### src/sbp_pkg.sv
package sbp_pkg;

    // Widths of the register port and of the data path
    localparam int unsigned APB_DATA_W  = 32;
    localparam int unsigned APB_ADDR_W  = 4;
    localparam int unsigned SYM_W       = 8;
    localparam int unsigned WIDTH_W     = 4;
    localparam int unsigned PEND_W      = 7;
    localparam int unsigned COUNT_W     = 3;
    localparam int unsigned ACC_W       = PEND_W + SYM_W;

    // Register indexes (byte address divided by four)
    localparam logic [1:0] REG_SYM_WIDTH   = 2'd0;
    localparam logic [1:0] REG_MSB_FIRST   = 2'd1;
    localparam logic [1:0] REG_REVERSE_OUT = 2'd2;

    // Reset value of the width register, and the largest symbol width
    localparam logic [WIDTH_W-1:0] SYM_WIDTH_RST    = 4'd1;
    localparam logic [WIDTH_W-1:0] MAX_SYMBOL_WIDTH = 4'd8;

    // Configuration as seen by the packing stage
    typedef struct packed {
        logic [WIDTH_W-1:0] sym_width;
        logic               msb_first;
        logic               reverse_out;
    } sbp_cfg_t;

    // Bit-order mirror of one byte
    function automatic logic [SYM_W-1:0] mirror8(input logic [SYM_W-1:0] value);
        logic [SYM_W-1:0] result;
        result = '0;
        for (int k = 0; k < SYM_W; k++)
        begin
            result[SYM_W-1-k] = value[k];
        end
        return result;
    endfunction

endpackage

### src/sbp_apb_regs.sv
module sbp_apb_regs (
    input  logic                             clk,
    input  logic                             rst_n,
    input  logic                             psel,
    input  logic                             penable,
    input  logic                             pwrite,
    input  logic [sbp_pkg::APB_ADDR_W-1:0]   paddr,
    input  logic [sbp_pkg::APB_DATA_W-1:0]   pwdata,
    output logic [sbp_pkg::APB_DATA_W-1:0]   prdata,
    output logic                             pready,
    output sbp_pkg::sbp_cfg_t                cfg
);
    import sbp_pkg::*;

    logic [WIDTH_W-1:0] sym_width_reg;
    logic               msb_first_reg;
    logic               reverse_out_reg;
    logic [1:0]         reg_index;
    logic               write_en;

    // The port never inserts wait states.
    assign pready    = 1'b1;
    assign reg_index = paddr[3:2];
    assign write_en  = psel && penable && pwrite && pready;

    // Register writes; an index beyond the list is ignored.
    always_ff @(posedge clk or negedge rst_n)
    begin
        if (!rst_n)
        begin
            sym_width_reg   <= SYM_WIDTH_RST;
            msb_first_reg   <= 1'b0;
            reverse_out_reg <= 1'b0;
        end
        else if (write_en)
        begin
            unique case (reg_index)
                REG_SYM_WIDTH:   sym_width_reg   <= pwdata[WIDTH_W-1:0];
                REG_MSB_FIRST:   msb_first_reg   <= pwdata[0];
                REG_REVERSE_OUT: reverse_out_reg <= pwdata[0];
                default:         ;
            endcase
        end
    end

    // Read-back of the register values.
    always_comb
    begin
        prdata = '0;
        unique case (reg_index)
            REG_SYM_WIDTH:   prdata = {{(APB_DATA_W-WIDTH_W){1'b0}}, sym_width_reg};
            REG_MSB_FIRST:   prdata = {{(APB_DATA_W-1){1'b0}}, msb_first_reg};
            REG_REVERSE_OUT: prdata = {{(APB_DATA_W-1){1'b0}}, reverse_out_reg};
            default:         prdata = '0;
        endcase
    end

    assign cfg.sym_width   = sym_width_reg;
    assign cfg.msb_first   = msb_first_reg;
    assign cfg.reverse_out = reverse_out_reg;

endmodule

### src/sbp_pack_stage.sv
module sbp_pack_stage (
    input  logic                        clk,
    input  logic                        rst_n,
    input  sbp_pkg::sbp_cfg_t           cfg,
    input  logic                        in_valid,
    output logic                        in_ready,
    input  logic [sbp_pkg::SYM_W-1:0]   symbol_byte,
    output logic                        out_valid,
    input  logic                        out_ready,
    output logic [sbp_pkg::SYM_W-1:0]   packed_byte
);
    import sbp_pkg::*;

    // Input register
    logic               in_valid_reg;
    logic [SYM_W-1:0]   in_byte_reg;

    // Stream state
    logic [PEND_W-1:0]  pending_bits_reg;
    logic [PEND_W-1:0]  pending_bits_next;
    logic [COUNT_W-1:0] pending_count_reg;
    logic [COUNT_W-1:0] pending_count_next;

    // Result register
    logic               out_valid_reg;
    logic               out_valid_next;
    logic [SYM_W-1:0]   out_byte_reg;
    logic [SYM_W-1:0]   out_byte_next;

    // Packing logic
    logic               consume;
    logic [WIDTH_W-1:0] width_eff;
    logic [SYM_W-1:0]   width_mask;
    logic [SYM_W-1:0]   seq;
    logic [ACC_W-1:0]   acc;
    logic [WIDTH_W-1:0] total;
    logic               byte_done;
    logic [SYM_W-1:0]   raw_byte;

    // The held item moves on whenever the result register is free or being emptied.
    assign consume  = in_valid_reg && (!out_valid_reg || out_ready);
    assign in_ready = !in_valid_reg || consume;

    always_ff @(posedge clk or negedge rst_n)
    begin
        if (!rst_n)
        begin
            in_valid_reg <= 1'b0;
        end
        else if (in_ready)
        begin
            in_valid_reg <= in_valid;
        end
    end

    always_ff @(posedge clk)
    begin
        if (in_ready && in_valid)
        begin
            in_byte_reg <= symbol_byte;
        end
    end

    // Symbol width, with widths above eight acting as eight.
    assign width_eff  = (cfg.sym_width > MAX_SYMBOL_WIDTH) ? MAX_SYMBOL_WIDTH
                                                           : cfg.sym_width;
    assign width_mask = SYM_W'((9'd1 << width_eff) - 9'd1);

    // Symbol bits in stream order, first stream bit in bit 0.
    always_comb
    begin
        if (cfg.msb_first)
        begin
            seq = mirror8(in_byte_reg) >> (MAX_SYMBOL_WIDTH - width_eff);
        end
        else
        begin
            seq = in_byte_reg & width_mask;
        end
    end

    // Merge the symbol behind the pending bits.
    assign acc       = {{SYM_W{1'b0}}, pending_bits_reg}
                     | ({{PEND_W{1'b0}}, seq} << pending_count_reg);
    assign total     = {1'b0, pending_count_reg} + width_eff;
    assign byte_done = total >= MAX_SYMBOL_WIDTH;
    assign raw_byte  = acc[SYM_W-1:0];

    // Next stream state and result.
    always_comb
    begin
        pending_bits_next  = pending_bits_reg;
        pending_count_next = pending_count_reg;
        out_valid_next     = out_valid_reg && !out_ready;
        out_byte_next      = out_byte_reg;
        if (consume)
        begin
            if (byte_done)
            begin
                pending_bits_next  = acc[ACC_W-1:SYM_W];
                pending_count_next = total[COUNT_W-1:0];
                out_valid_next     = 1'b1;
                out_byte_next      = cfg.reverse_out ? mirror8(raw_byte) : raw_byte;
            end
            else
            begin
                pending_bits_next  = acc[PEND_W-1:0];
                pending_count_next = total[COUNT_W-1:0];
            end
        end
    end

    always_ff @(posedge clk or negedge rst_n)
    begin
        if (!rst_n)
        begin
            pending_bits_reg  <= '0;
            pending_count_reg <= '0;
            out_valid_reg     <= 1'b0;
        end
        else
        begin
            pending_bits_reg  <= pending_bits_next;
            pending_count_reg <= pending_count_next;
            out_valid_reg     <= out_valid_next;
        end
    end

    always_ff @(posedge clk)
    begin
        out_byte_reg <= out_byte_next;
    end

    assign out_valid   = out_valid_reg;
    assign packed_byte = out_byte_reg;

    // A completed byte always reaches the result register.
    a_byte_lands: assert property (@(posedge clk) disable iff (!rst_n)
        consume && byte_done |=> out_valid_reg)
        else $error("completed byte did not reach the result register");

    // A held item waits unchanged while the result register is blocked.
    a_item_held: assert property (@(posedge clk) disable iff (!rst_n)
        in_valid_reg && !consume |=> in_valid_reg && $stable(in_byte_reg))
        else $error("held item lost while the result register was blocked");

    // The stream state moves only when an item is consumed.
    a_state_quiet: assert property (@(posedge clk) disable iff (!rst_n)
        !consume |=> $stable(pending_count_reg) && $stable(pending_bits_reg))
        else $error("stream state changed without a consumed item");

    // A zero-width symbol leaves the stream state untouched.
    a_zero_width: assert property (@(posedge clk) disable iff (!rst_n)
        consume && (width_eff == '0) |=> $stable(pending_count_reg)
                                         && $stable(pending_bits_reg))
        else $error("zero-width symbol changed the stream state");

endmodule

### src/symbol_bit_packer.sv
// symbol_bit_packer: packs variable-width symbols into a byte stream.
//
// Input channel (in_valid / in_ready / symbol_byte): one transaction per
// symbol; the low sym_width bits of symbol_byte are appended to the
// stream, LSB first or, with msb_first set, from the symbol's top bit down.
// Output channel (out_valid / out_ready / packed_byte): one transaction for
// every eight stream bits gathered; reverse_out places the first stream bit
// at bit 7 instead of bit 0. Bits still pending at the end are not emitted.
// Registers are written through the APB port at byte addresses 0, 4 and 8.
//
// One symbol is accepted every cycle while the receiver keeps up. A packed
// byte passes through the input register and then the result register:
// the symbol that completes it sits in the input register while the
// shift-and-merge logic feeds the result register.
// When the receiver stalls, the result register holds its byte and one more
// symbol waits in the input register; after that in_ready falls.
// Reset clears the pending bits and both register stages, and loads the
// register reset values (one bit per symbol, LSB first, no reversal).
module symbol_bit_packer (
    input  logic                             clk,
    input  logic                             rst_n,
    input  logic                             psel,
    input  logic                             penable,
    input  logic                             pwrite,
    input  logic [sbp_pkg::APB_ADDR_W-1:0]   paddr,
    input  logic [sbp_pkg::APB_DATA_W-1:0]   pwdata,
    output logic [sbp_pkg::APB_DATA_W-1:0]   prdata,
    output logic                             pready,
    input  logic                             in_valid,
    output logic                             in_ready,
    input  logic [sbp_pkg::SYM_W-1:0]        symbol_byte,
    output logic                             out_valid,
    input  logic                             out_ready,
    output logic [sbp_pkg::SYM_W-1:0]        packed_byte
);
    import sbp_pkg::*;

    sbp_cfg_t cfg;

    // Configuration registers
    sbp_apb_regs u_regs (
        .clk     (clk),
        .rst_n   (rst_n),
        .psel    (psel),
        .penable (penable),
        .pwrite  (pwrite),
        .paddr   (paddr),
        .pwdata  (pwdata),
        .prdata  (prdata),
        .pready  (pready),
        .cfg     (cfg)
    );

    // Packing stage
    sbp_pack_stage u_pack (
        .clk         (clk),
        .rst_n       (rst_n),
        .cfg         (cfg),
        .in_valid    (in_valid),
        .in_ready    (in_ready),
        .symbol_byte (symbol_byte),
        .out_valid   (out_valid),
        .out_ready   (out_ready),
        .packed_byte (packed_byte)
    );

endmodule

### config.mk
export PLATFORM = sky130hd
export DESIGN_NAME = symbol_bit_packer
export DESIGN_NICKNAME = d
export VERILOG_FILES = /design/src/sbp_pkg.sv /design/src/sbp_apb_regs.sv /design/src/sbp_pack_stage.sv /design/src/symbol_bit_packer.sv
export SDC_FILE = /design/constraint.sdc
export NUM_CORES = 1
export LEC_CHECK = 0
export ABC_AREA = 1
export BUFFER_PORTS_ARGS = -buffer_cell sky130_fd_sc_hd__buf_2
export CORE_ASPECT_RATIO = 1.75
export CORE_MARGIN = 4
export CORE_UTILIZATION = 51
export DETAILED_ROUTE_END_ITERATION = 12
export PLACE_DENSITY_LB_ADDON = 0.12
export SLEW_MARGIN = 20
export SYNTH_ARGS = -nofsm -noshare
export SYNTH_HDL_FRONTEND = slang
export SYNTH_SLANG_ARGS = --single-unit
### constraint.sdc
create_clock -name clk -period 3.31 [get_ports clk]
set_clock_uncertainty 0.1 [all_clocks]
set_input_delay 0.4965 -clock clk [delete_from_list [all_inputs] [get_ports clk]]
set_output_delay 0.4965 -clock clk [all_outputs]
set_load 0.05 [all_outputs]
# Word level (Yosys, flattened, before mapping)
# Cells that the tools add are included.
# W data, S select, Z words.
[op_classes]
reduce_logical = 15
addsub = 3
mux = 7
eq_ne = 2
n_lt_le_gt_ge = 2
bitwise = 2
n_shift = 3
[op_table]
columns = ["cell", "count"]
rows = [
  ["$mux W8", 2],
  ["$or A7 B15 Y15", 1],
  ["$shl A8 B3 Y15", 1],
  ["$pmux W4 S3", 1],
  ["$and A8 B8 Y8", 1],
  ["$reduce_and A2 Y1", 4],
  ["$shl A1 B4 Y8 const A", 1],
  ["$shr A8 B4 Y8", 1],
  ["$sub A8 B1 Y8 const B", 1],
  ["$mux W7", 1],
  ["$logic_and A1 B1 Y1", 5],
  ["$add A3 B4 Y4", 1],
  ["$ge A4 B4 Y1 const B", 1],
  ["$gt A4 B4 Y1 const B", 1],
  ["$mux W4", 1],
  ["$sub A4 B4 Y4 const A", 1],
  ["$logic_not A1 Y1", 3],
  ["$eq A2 B1 Y1 const B", 1],
  ["$eq A2 B2 Y1 const B", 1],
  ["$logic_not A2 Y1", 1],
  ["$logic_or A1 B1 Y1", 2],
  ["$mux W1", 2],
]
[word_totals]
output_inout_bits = 43
register_bits = 34
input_bits = 51

# Depth between registers and ports, before layout
# Gate-level depths: netlist of the first run.
[logic_depth]
ltp_word = 9
mapped_depth = 20
depth_no_buf = 20

# Cells and area by module
# Synthesis of the first run repeated with hierarchy kept, for this count alone.
[hier_totals]
hier_cells = 386
area_unflattened_um2 = 2767.7
[modules_own_cells]
columns = ["mod", "area_per_inst_um2", "seq_area_each_um2", "cells_per_inst", "n_inst"]
rows = [
  ["sbp_pack_stage", 2183.3, 780.7, 305, 1],
  ["sbp_apb_regs", 584.3, 151.4, 81, 1],
]

# Worst setup path after synthesis of the first run
# Ideal clock, no wire load.
[synth_path]
path_kind = "register -> register"
startpoint = "register u_regs.sym_width_reg[0]"
endpoint = "register u_pack.out_byte_reg[1] (netlist: u_pack.packed_byte[1]), data pin"
setup_slack_ns = 0.710
setup_time_ns = 0.269
period_less_slack_ns = 2.600
path_buffers = 0
path_stages_with_launch = 15
arrival_time_ns = 2.231
path_cell_list = "dfstp_2 -> inv_1 -> nor2_2 -> ha_1 -> nand2_1 -> ha_1 -> or2_2 -> nand4_1 -> nand3_1 -> nand2_1 -> nand2_1 -> nand3_1 -> nand3_1 -> nand2_1 -> o21ai_0"
[synth_via]
elab_chain_len = 9
elab_cells_between_ends = 11
classes_between = "add/sub (2); order compare (1); shift (3); mux (3); bitwise (2)"
[synth_lines]
columns = ["item", "line_no", "text"]
rows = [
  ["start: declaration", "sbp_apb_regs.sv:15", "logic [WIDTH_W-1:0] sym_width_reg;"],
  ["start signal: assignment", "sbp_apb_regs.sv:38", "REG_SYM_WIDTH: sym_width_reg <= pwdata[WIDTH_W-1:0];"],
  ["$gt A4 B4 Y1", "sbp_pack_stage.sv:65", "assign width_eff = (cfg.sym_width > MAX_SYMBOL_WIDTH) ? MAX_SYMBOL_WIDTH"],
  ["$mux W4 *", "sbp_pack_stage.sv:65", ""],
  ["$shl A1 B4 Y8", "sbp_pack_stage.sv:67", "assign width_mask = SYM_W'((9'd1 << width_eff) - 9'd1);"],
  ["$sub A8 B1 Y8", "sbp_pack_stage.sv:67", ""],
  ["$and A8 B8 Y8", "sbp_pack_stage.sv:78", "seq = in_byte_reg & width_mask;"],
  ["$mux W8 *", "sbp_pack_stage.sv:72", "if (cfg.msb_first)"],
  ["$shl A8 B3 Y15 *", "sbp_pack_stage.sv:84", "| ({{PEND_W{1'b0}}, seq} << pending_count_reg);"],
  ["$or A7 B15 Y15 *", "sbp_pack_stage.sv:84", ""],
  ["$mux W8 *", "sbp_pack_stage.sv:103", "out_byte_next = cfg.reverse_out ? mirror8(raw_byte) : raw_byte;"],
  ["end signal: assignment", "sbp_pack_stage.sv:131", "out_byte_reg <= out_byte_next;"],
  ["end: declaration", "sbp_pack_stage.sv:27", "logic [SYM_W-1:0] out_byte_reg;"],
]
# Mark *: on every way between the ends. The rest lies on a longest branch, timed or not.
# A chain may end at the register's enable or synchronous reset.

# Final worst setup path of the first run
[layout_path]
startpoint = "register u_regs.sym_width_reg[3]"
endpoint = "register u_pack.out_byte_reg[7] (netlist: u_pack.packed_byte[7]), data pin"
# Same word-level chain as after synthesis.

==> flow_metrics.env, run 1 <==
export IMPL_status="complete, no violations"
export IMPL_cts_setup_buffers=0
export IMPL_routed_wl_um=6060
export IMPL_synth_common_cells="nand2_1 (109), nand3_1 (57), inv_1 (41)"
export IMPL_synth_top_area_cell="edfxtp_1"
export IMPL_path_clk_slew_ps=80
export IMPL_clkSinkCount=34
export IMPL_ys_seq_area_frac=0.350
export IMPL_min_period_ps=2930
export IMPL_grt_max_degree=19
export IMPL_cp_required_ps=3240
export IMPL_coreArea_um2=5020
export IMPL_drv_slew=0
export IMPL_cts_buffers=5
export IMPL_chipHeight_um=104
export IMPL_p_int_mw=1.23
export IMPL_synth_warnings=0
export IMPL_end_kind="register"
export IMPL_vias=2438
export IMPL_rsz0062_at_grt="no"
export IMPL_grt_pass1_vias=2454
export IMPL_antenna_found_initial=0
export IMPL_final_antenna_net_count=0
export IMPL_die_area_um2=6490
export IMPL_synthFlopType="dfrtp_1"
export IMPL_gp_congestion=0.947
export IMPL_placedInstanceArea_um2=2770
export IMPL_h_tree_depth=2
export IMPL_rows=34
export IMPL_synth_avg_cell_area_um2=7.08
export IMPL_clk_latency_ps=290
export IMPL_p_sw_mw=1.23
export IMPL_via_per_inst=5.21
export IMPL_synth_distinct_cells=33
export IMPL_combPwrFrac=0.551
export IMPL_synth_most_common_cell="nand2_1"
export IMPL_hold_violations=0
export IMPL_power_density_nw_per_um2=853
export IMPL_pwr_share_clk=0.158
export IMPL_start_kind="register"
export IMPL_cts_root_buf="clkbuf_8"
export IMPL_overflow=0
export IMPL_p_leak_nw=1.52
export IMPL_cts_tree="yes"
export IMPL_antennaDiodeCount=0
export IMPL_final_area_um2=2880
export IMPL_swShare=0.500
export IMPL_period_share=0.884
export IMPL_wl_per_cell_um=12.9
export IMPL_synth_edff_count=16
export IMPL_min_path_type="input port to asynchronous set/reset pin"
export IMPL_vdd_drop_max_mv=0.420
export IMPL_fin_tns_setup_ps=0
export IMPL_seqPwrFrac=0.290
export IMPL_ctsHoldBuffers=0
export IMPL_dp_hpwl_um=4980
export IMPL_post_cts_resize_count=0
export IMPL_cp_max_fo=5
export IMPL_grt_pass1_wl_um=10600
export IMPL_die_x_um=62.6
export IMPL_path_class="register to register"
export IMPL_drcViolationCount=0
export IMPL_start_util=0.531
export IMPL_ios=94
export IMPL_drtIter0Drc=82
export IMPL_arrival_ps=2860
export IMPL_synth_seq_cells=34
export IMPL_netlist_instances=376
export IMPL_max_freq_mhz=342
export IMPL_maxCapViolCount=0
export IMPL_async_flop_share=0.529
export IMPL_grtUsageTotal=0.201
export IMPL_synth_top_area_share=0.180
export IMPL_area_delta_synth_final_pct=8.08
export IMPL_synth_area_um2=2660
export IMPL_clockBufferDepth=2
export IMPL_nNetsFinal=475
export IMPL_setup_viol=0
export IMPL_ys_top_cells_by_area="edfxtp_1 (18%), dfrtp_1 (16%), nand2_1 (15%)"
export IMPL_io_buffers=34
export IMPL_drtPass1Iterations=4
export IMPL_drive_gt1_frac=0.135
==> kinds of logic after synthesis <==
| group | synth area share |
|---|---|
| compound gates | 0.0864 |
| xor+xnor | 0.00658 |
| fa+ha+maj | 0.0545 |
| buf+inv | 0.165 |
| flops | 0.350 |
| other cells | 0.00282 |
| simple gates | 0.335 |
==> power groups by stage <==
stage / clock network (mW) / logic (mW) / registers, mW
finish: 0.389 / 1.35 / 0.713
global route: 0.417 / 1.54 / 0.734
CTS: 0.399 / 1.36 / 0.713
detailed placement: 0 / 1.35 / 0.722
global placement: 0 / 1.33 / 0.719
floorplan: 0 / 0.981 / 0.842
==> metal layers <==
metal / GRT usage / up-vias / wire length, um
met5: 0 / - / 0
met4: 0.125 / 0 / 332
met2: 0.390 / 75 / 3420
met3: 0.0249 / 22 / 250
met1: 0.194 / 1100 / 2050
li1: - / 1241 / -
==> area by class of cell <==
class                      instances  area, um2
fill                             501       2140
multi-input combinational        289       1390
sequential                        34        932
timing repair buffer              38        200
inverter                          45        171
clock buffer                       5       68.8
tap                               54       67.6
clock inverter                     3       45.0
==> critical path: stages (launching register included) <==
cell	delay (ps)
dfrtp_1	470
nor2_1	280
inv_1	170
ha_1	230
ha_1	300
inv_1	80
nand3_1	140
o21ai_0	120
or2_2	300
nand3_1	80
nand2_1	110
o21ai_0	190
o21ai_0	90
==> path summary, 6_finish.rpt <==
kind / startpoint / depth (start not counted) / slack (ps) / endpoint
worst max-delay path: u_regs.sym_width_reg[3] / 12 / 380 / u_pack.packed_byte[7]
worst min-delay path: rst_n / 1 / 30 / u_pack.pending_bits_reg[1]
worst max register to register: u_regs.sym_width_reg[3] / 12 / 380 / u_pack.packed_byte[7]
worst min register to register: u_pack.pending_bits_reg[2] / 2 / 380 / u_pack.pending_bits_reg[2]
max in group asynchronous: rst_n / 1 / 2740 / u_regs.sym_width_reg[0]
min in group clk: symbol_byte[7] / 1 / 280 / u_pack.in_byte_reg[7]
==> cell usage in the layout, fill, tap and decap left out, types with 2 or more instances in the layout <==
cell type and count:
nor2_1 24, nand4_1 4, ha_1 10, nand2_1 109, nand3_1 57, buf_4 4
edfxtp_1 16, dfrtp_1 17, clkinv_1 3, o21ai_0 19, inv_1 41, xor2_1 2
nor2_2 2, clkbuf_8 5, nand2_4 2, buf_2 34, clkinvlp_4 2, nand3b_1 3
a21oi_1 15, conb_1 29, o21ai_1 2, o211ai_1 2, or2_2 2
==> through the flow <==
step           worst slack (ps)  power, mW  hold WS, ps  cells   util
6_report                    384       2.45         30.7    468  0.574
3_3_place_gp                406       2.05          365    460  0.551
2_1_floorplan               710       1.82          101    403      -
3_5_place_dp                387       2.07          369    460  0.551
5_1_grt                    86.9       2.69         66.4    468  0.574
4_1_cts                     372       2.47         52.3    468  0.574
Power figures use the tool's default switching activity.
==> inputs of run 2 (changes only) <==
--- a/config.mk
+++ b/config.mk
@@ -9,7 +9,7 @@
 export BUFFER_PORTS_ARGS = -buffer_cell sky130_fd_sc_hd__buf_2
 export CORE_ASPECT_RATIO = 1.75
 export CORE_MARGIN = 4
-export CORE_UTILIZATION = 51
+export CORE_UTILIZATION = 25
 export DETAILED_ROUTE_END_ITERATION = 12
 export PLACE_DENSITY_LB_ADDON = 0.12
 export SLEW_MARGIN = 20
==> constraint.sdc (replaced) <==
create_clock -name clk -period 3.61 [get_ports clk]
set_clock_uncertainty 0.1 [all_clocks]
set_input_delay 0.5415 -clock clk [delete_from_list [all_inputs] [get_ports clk]]
set_output_delay 0.5415 -clock clk [all_outputs]
set_load 0.05 [all_outputs]
==> run 2 against run 1 <==
  * Final cell count is 16% higher
  * Utilization is 28 points lower
  * Non-clock buffer count is the same
  * Sequential power is 7.2% lower
  * Clock-buffer cell count did not move
  * Clock power increased by 9.0%
  * Setup slack improved by 180 ps
  * Via count shrank 3.0%
  * Design area grew 4.1%
  * Register-to-register slack better by 180 ps
  * Largest cell class unchanged
==> flow_metrics.env, run 2 (synthesis gave the netlist of run 1 again) <==
export IMPL_final_cell_mix="nand2_1 (109), nand3_1 (57), inv_1 (41)"
export IMPL_io_buffers=34
export IMPL_wl_met2_um=4150
export IMPL_end_kind="register"
export IMPL_chipHeight_um=145
export IMPL_start_kind="register"
export IMPL_ctsHoldBuffers=0
export IMPL_final_util=0.289
export IMPL_overflow=0
export IMPL_start_util=0.257
export IMPL_combPwrFrac=0.535
export IMPL_wl_met3_um=223
export IMPL_timing_rr_start="u_regs.sym_width_reg[3]"
export IMPL_top_layer="met4"
export IMPL_setup_worst_path_start="u_regs.sym_width_reg[3]"
export IMPL_via_per_inst=4.37
export IMPL_grt_pass1_wl_um=11300
export IMPL_path_clk_slew_ps=60
export IMPL_drtPass1Iterations=4
export IMPL_nNetsFinal=475
export IMPL_vias=2364
export IMPL_grt_pass1_vias=2383
export IMPL_fin_ws_ps=564
export IMPL_path_cells="nor2_1 > inv_1 > ha_1 > inv_1 > nand3_1 > o21ai_0 > or2_2 > nand3_1 > nand2_1 > o21ai_0 > o21ai_0"
export IMPL_swShare=0.496
export IMPL_reg2regPathDepth=11
export IMPL_grt_max_degree=19
export IMPL_power_density_nw_per_um2=779
export IMPL_drcViolationCount=0
export IMPL_period_share=0.844
export IMPL_cpMaxStageDelayCell="dfrtp_1"
export IMPL_worst_pin_slew_ps=688
export IMPL_h_tree_depth=2
export IMPL_antennaDiodeCount=0
export IMPL_cp_num_buf_inv=2
export IMPL_maxCapViolCount=0
export IMPL_dp_hpwl_um=5840
export IMPL_final_antenna_net_count=0
export IMPL_p_total_mw=2.33
export IMPL_coreArea_um2=10400
export IMPL_antenna_found_initial=0
export IMPL_rows=49
export IMPL_hold_violations=0
export IMPL_critical_path_depth=11
export IMPL_clockBufferDepth=2
export IMPL_path_class="register to register"
export IMPL_die_area_um2=12400
export IMPL_cp_required_ps=3530
export IMPL_wl_per_cell_um=12.9
export IMPL_drt_met1_wl_um=2450
export IMPL_pre_cts_ws_ps=537
export IMPL_cpLargestDelayFamily="simple AND/OR/NAND/NOR gates"
export IMPL_die_x_um=86.0
export IMPL_drtIter0Drc=92
export IMPL_status="complete, no violations"
export IMPL_arrival_ps=2970
export IMPL_grtUsageTotal=0.117
export IMPL_r2r_setup_slack_ps=560
export IMPL_seqPwrFrac=0.284
export IMPL_setup_viol=0
export IMPL_rsz0062_at_grt="no"
export IMPL_area_delta_synth_final_pct=12.5
export IMPL_fin_tns_setup_ps=0
export IMPL_ios=94
export IMPL_cts_tree="yes"
export IMPL_p_int_mw=1.18
export IMPL_gp_congestion=0.813
export IMPL_clkSinkCount=34
export IMPL_cp_max_fo=8
export IMPL_p_leak_nw=1.54
export IMPL_max_freq_mhz=328
export IMPL_drv_slew=0
export IMPL_final_common_cell="nand2_1"
export IMPL_cpPeakStageDelay_ps=470
export IMPL_cts_setup_buffers=0
export IMPL_pwr_share_clk=0.181
export IMPL_min_path_type="input port to asynchronous set/reset pin"
export IMPL_vdd_drop_max_mv=0.318
export IMPL_crit_top_cell="o21ai_0"
export IMPL_p_sw_mw=1.16
export IMPL_clk_latency_ps=280
export IMPL_min_period_ps=3050
export IMPL_drive_gt1_frac=0.133
export IMPL_timing_slew_headroom=0.540
export IMPL_post_cts_resize_count=0
export IMPL_cts_root_buf="clkbuf_16"
export IMPL_routed_wl_um=6990
export IMPL_cts_buffers=5
==> run 2: worst paths after layout <==
path	to
max	u_pack.packed_byte[7]
min reg2reg	u_pack.pending_bits_reg[1]
max in group asynchronous	u_regs.sym_width_reg[0]
min in group clk	u_pack.in_byte_reg[5]
max reg2reg	u_pack.packed_byte[7]
min	u_regs.reverse_out_reg
==> run 2: layer usage <==
metal  vias to the layer above  track usage
met1                      1073        0.106
met3                        12       0.0188
met4                         0       0.0517
met5                         -            0
met2                        45        0.245
li1                       1234            -
==> run 2: through the flow <==
step	hold WS (ps)	instance area, um2	instances
after global placement	366	2860	533
final	105	3000	541
after CTS	121	3000	541
after global routing	141	3000	541
after detailed placement	369	2860	533
after floorplan	146	2770	403
==> run 2: area by class of cell <==
cell class	instances	area [um2]
Fill cell	1147	7360
Clock inverter	3	16.3
Multi-Input combinational cell	289	1390
Timing Repair Buffer	38	200
Tap cell	127	159
Inverter	45	171
Sequential cell	34	932
Clock buffer	5	125
==> run 2: worst register-to-register path, stage by stage, from the launching register on <==
cell and delay [ps]:
dfrtp_1 470, nor2_1 300, inv_1 160, ha_1 460, inv_1 200, nand3_1 150, o21ai_0 130, or2_2 300
nand3_1 80, nand2_1 100, o21ai_0 220, o21ai_0 100
==> run 2: power groups by stage <==
stage	Clock, mW	Combinational, mW	Sequential (mW)
3_5_place_dp	0	1.27	0.672
6_report	0.424	1.25	0.662
5_1_grt	0.455	1.41	0.682
2_1_floorplan	0	0.899	0.772
3_3_place_gp	0	1.26	0.669
4_1_cts	0.445	1.27	0.665
==> inputs of run 3 (changes only) <==
--- a/config.mk
+++ b/config.mk
@@ -5,7 +5,7 @@
 export SDC_FILE = /design/constraint.sdc
 export NUM_CORES = 1
 export LEC_CHECK = 0
-export ABC_AREA = 1
+export ABC_AREA = 0
 export BUFFER_PORTS_ARGS = -buffer_cell sky130_fd_sc_hd__buf_2
 export CORE_ASPECT_RATIO = 1.75
 export CORE_MARGIN = 4
==> constraint.sdc (replaced) <==
create_clock -name clk -period 2.69 [get_ports clk]
set_clock_uncertainty 0.1 [all_clocks]
set_input_delay 0.4035 -clock clk [delete_from_list [all_inputs] [get_ports clk]]
set_output_delay 0.4035 -clock clk [all_outputs]
set_load 0.05 [all_outputs]
==> run 3 against run 2 <==
  * The flow now finishes with violations (hold timing, setup timing)
  * Largest cell class unchanged
  * Critical endpoint is now u_pack.packed_byte[5]
  * Sequential share of layout area shrank 8.9 points
  * Worst hold slack lost 120 ps
  * Global-route usage grew 3.8 points
  * Synthesized cell count shrank 21%
  * Register-to-register slack lost 930 ps
==> flow_metrics.env, run 3 <==
export IMPL_status="complete, but fails checks"
export IMPL_violations="hold timing, setup timing"
export IMPL_die_area_um2=13100
export IMPL_wl_per_cell_um=18.6
export IMPL_min_period_ps=3060
export IMPL_reg2regPathDepth=10
export IMPL_antenna_found_initial=0
export IMPL_synth_common_cells="buf_4 (30), nor2_1 (22), dfrtp_1 (17)"
export IMPL_io_buffers=34
export IMPL_clk_latency_ps=280
export IMPL_timing_rr_start="u_regs.sym_width_reg[3]"
export IMPL_ios=94
export IMPL_fin_tns_setup_ps=-4210
export IMPL_worst_hold_slack_ps=-17.4
export IMPL_drtIter0Drc=89
export IMPL_ys_top_cells_by_area="edfxtp_1 (17%), dfrtp_1 (15%), buf_4 (8.0%)"
export IMPL_hold_violations=17
export IMPL_h_tree_depth=2
export IMPL_dp_hpwl_um=8150
export IMPL_netlist_instances=297
export IMPL_cts_root_buf="clkbuf_16"
export IMPL_ctsHoldBuffers=0
export IMPL_power_density_nw_per_um2=1140
export IMPL_drv_slew=0
export IMPL_arrival_ps=2980
export IMPL_vdd_drop_max_mv=0.362
export IMPL_drcViolationCount=0
export IMPL_cpMaxStageDelayCell="mux4_2"
export IMPL_synth_distinct_cells=68
export IMPL_r2r_setup_slack_ps=-370
export IMPL_synth_seq_cells=34
export IMPL_synth_warnings=0
export IMPL_drtPass1Iterations=4
export IMPL_maxCapViolCount=0
export IMPL_path_cells="buf_6 > nand2b_4 > ha_4 > mux2_4 > mux4_2 > a211oi_2 > a311oi_2 > o21ai_1 > buf_4 > a32oi_1"
export IMPL_synthFlopType="dfrtp_1"
export IMPL_ys_seq_area_frac=0.332
export IMPL_synth_top_area_share=0.171
export IMPL_cts_tree="yes"
export IMPL_period_share=1.14
export IMPL_start_kind="register"
export IMPL_synth_edff_count=16
export IMPL_async_flop_share=0.529
export IMPL_worst_pin_slew_ps=554
export IMPL_overflow=0
export IMPL_nNetsFinal=463
export IMPL_timing_slew_headroom=0.628
export IMPL_chipHeight_um=148
export IMPL_antennaDiodeCount=0
export IMPL_final_common_cell="buf_4"
export IMPL_end_kind="register"
export IMPL_cpPeakStageDelay_ps=520
export IMPL_coreArea_um2=11000
export IMPL_path_class="register to register"
export IMPL_area_delta_synth_final_pct=49.2
export IMPL_max_freq_mhz=327
export IMPL_via_per_inst=5.02
export IMPL_grt_pass1_wl_um=15000
export IMPL_fin_ws_ps=-371
export IMPL_clkSinkCount=34
export IMPL_drive_gt1_frac=0.485
export IMPL_synth_top_area_cell="edfxtp_1"
export IMPL_rows=51
export IMPL_gp_congestion=0.887
export IMPL_final_antenna_net_count=0
export IMPL_min_path_type="input port to asynchronous set/reset pin"
export IMPL_routed_wl_um=9930
export IMPL_final_cell_mix="buf_4 (67), buf_2 (34), conb_1 (29)"
export IMPL_grt_pass1_vias=2903
export IMPL_grt_max_degree=19
export IMPL_grtUsageTotal=0.155
export IMPL_vias=2683
export IMPL_p_total_mw=4.76
export IMPL_start_util=0.255
export IMPL_critical_path_depth=10
export IMPL_cts_buffers=5
export IMPL_p_leak_nw=1.71
export IMPL_path_clk_slew_ps=60
export IMPL_n_fill_cell=1146
export IMPL_synth_most_common_cell="buf_4"
export IMPL_r2r_end="u_pack.packed_byte[5]"
export IMPL_rsz0062_at_grt="yes"
export IMPL_clockBufferDepth=2
export IMPL_setup_viol=15
export IMPL_synth_area_um2=2810
export IMPL_synth_avg_cell_area_um2=9.47
export IMPL_die_x_um=88.2
export IMPL_fin_cells=534
export IMPL_cpLargestDelayFamily="multiplexers"
export IMPL_cp_max_fo=7
export IMPL_cp_num_buf_inv=2
export IMPL_cp_required_ps=2610
export IMPL_dp_cells=515
==> run 3: changes by cell type after synthesis, moves of 6 or more <==
cell	change
o21ai_0	-9
nand2b_1	+8
a211oi_1	+12
a21oi_1	-8
nand2_1	-94
nor3_1	+12
inv_1	-26
o31ai_1	+6
nand3_1	-54
mux2i_1	+6
==> run 3: what timing repair did <==
| item | 4_1_cts | 5_1_grt |
|---|---|---|
| pin swaps | 28 | 15 |
| gates resized for setup | 68 | 22 |
| setup buffers | 12 | 2 |
| endpoints found under the setup margin | 23 | 23 |
==> run 3: worst reg2reg max path, delay by kind of cell, from the launching register on <==
family	cells	cell delay, ps
compound gates	4	680
buf+inv	2	280
fa+ha+maj	1	330
mux	2	860
flops	1	410
simple gates	1	140
==> run 3: layout make-up <==
cell class                 instances  area (um2)  area share
multi-input combinational        232        2100       0.502
sequential                        34         932       0.222
timing repair buffer             111         786       0.187
tap                              132         165      0.0394
clock buffer                       6         129      0.0307
inverter                          17        68.8      0.0164
clock inverter                     2        8.76     0.00209
==> run 3: report_power, final <==
part | switching [mW] | internal [mW]
clock network | 0.222 | 0.339
logic | 1.90 | 1.43
registers | 0.131 | 0.740
==> run 3: per-stage QoR <==
stage	area, um2	hold slack, ps	util	setup WS [ps]
after global routing	4190	12.4	0.380	-476
after global placement	3510	302	0.318	-481
after detailed placement	3510	300	0.318	-498
after CTS	4040	1.39	0.366	-431
final	4190	-17.4	0.380	-371
after floorplan	2960	7.91	-	-305
==> run 3: worst max path at each step <==
stage,endpoint,startpoint
floorplan,u_pack.packed_byte[3],u_regs.sym_width_reg[0]
global placement,u_pack.packed_byte[5],u_regs.sym_width_reg[3]
detailed placement,u_pack.packed_byte[4],u_regs.sym_width_reg[3]
CTS,u_pack.packed_byte[3],u_regs.sym_width_reg[3]
global route,u_pack.packed_byte[3],u_regs.sym_width_reg[3]
finish,u_pack.packed_byte[5],u_regs.sym_width_reg[3]
==> run 3: per-layer routing <==
| metal | up-vias | global-route usage | share of wire |
|---|---|---|---|
| met5 | - | 0 | 0 |
| li1 | 1270 | - | - |
| met2 | 81 | 0.301 | 0.58 |
| met4 | 0 | 0.147 | 0.10 |
| met1 | 1286 | 0.124 | 0.29 |
| met3 | 46 | 0.0177 | 0.031 |
==> run 3: logic make-up (layout without fill, tap and decap cells) <==
| kind of cell | count (synthesis) | after routing | share of synthesized area |
|---|---|---|---|
| flip-flops | 34 | 34 | 0.332 |
| AO/OA/AOI/OAI | 80 | 80 | 0.231 |
| AND/OR/NAND/NOR | 93 | 93 | 0.180 |
| XOR/XNOR | 4 | 4 | 0.0125 |
| adder cells (fa/ha/maj) | 11 | 11 | 0.0516 |
| multiplexers | 15 | 15 | 0.0681 |
| buffers and inverters | 58 | 136 | 0.123 |
| other | 2 | 29 | 0.00267 |
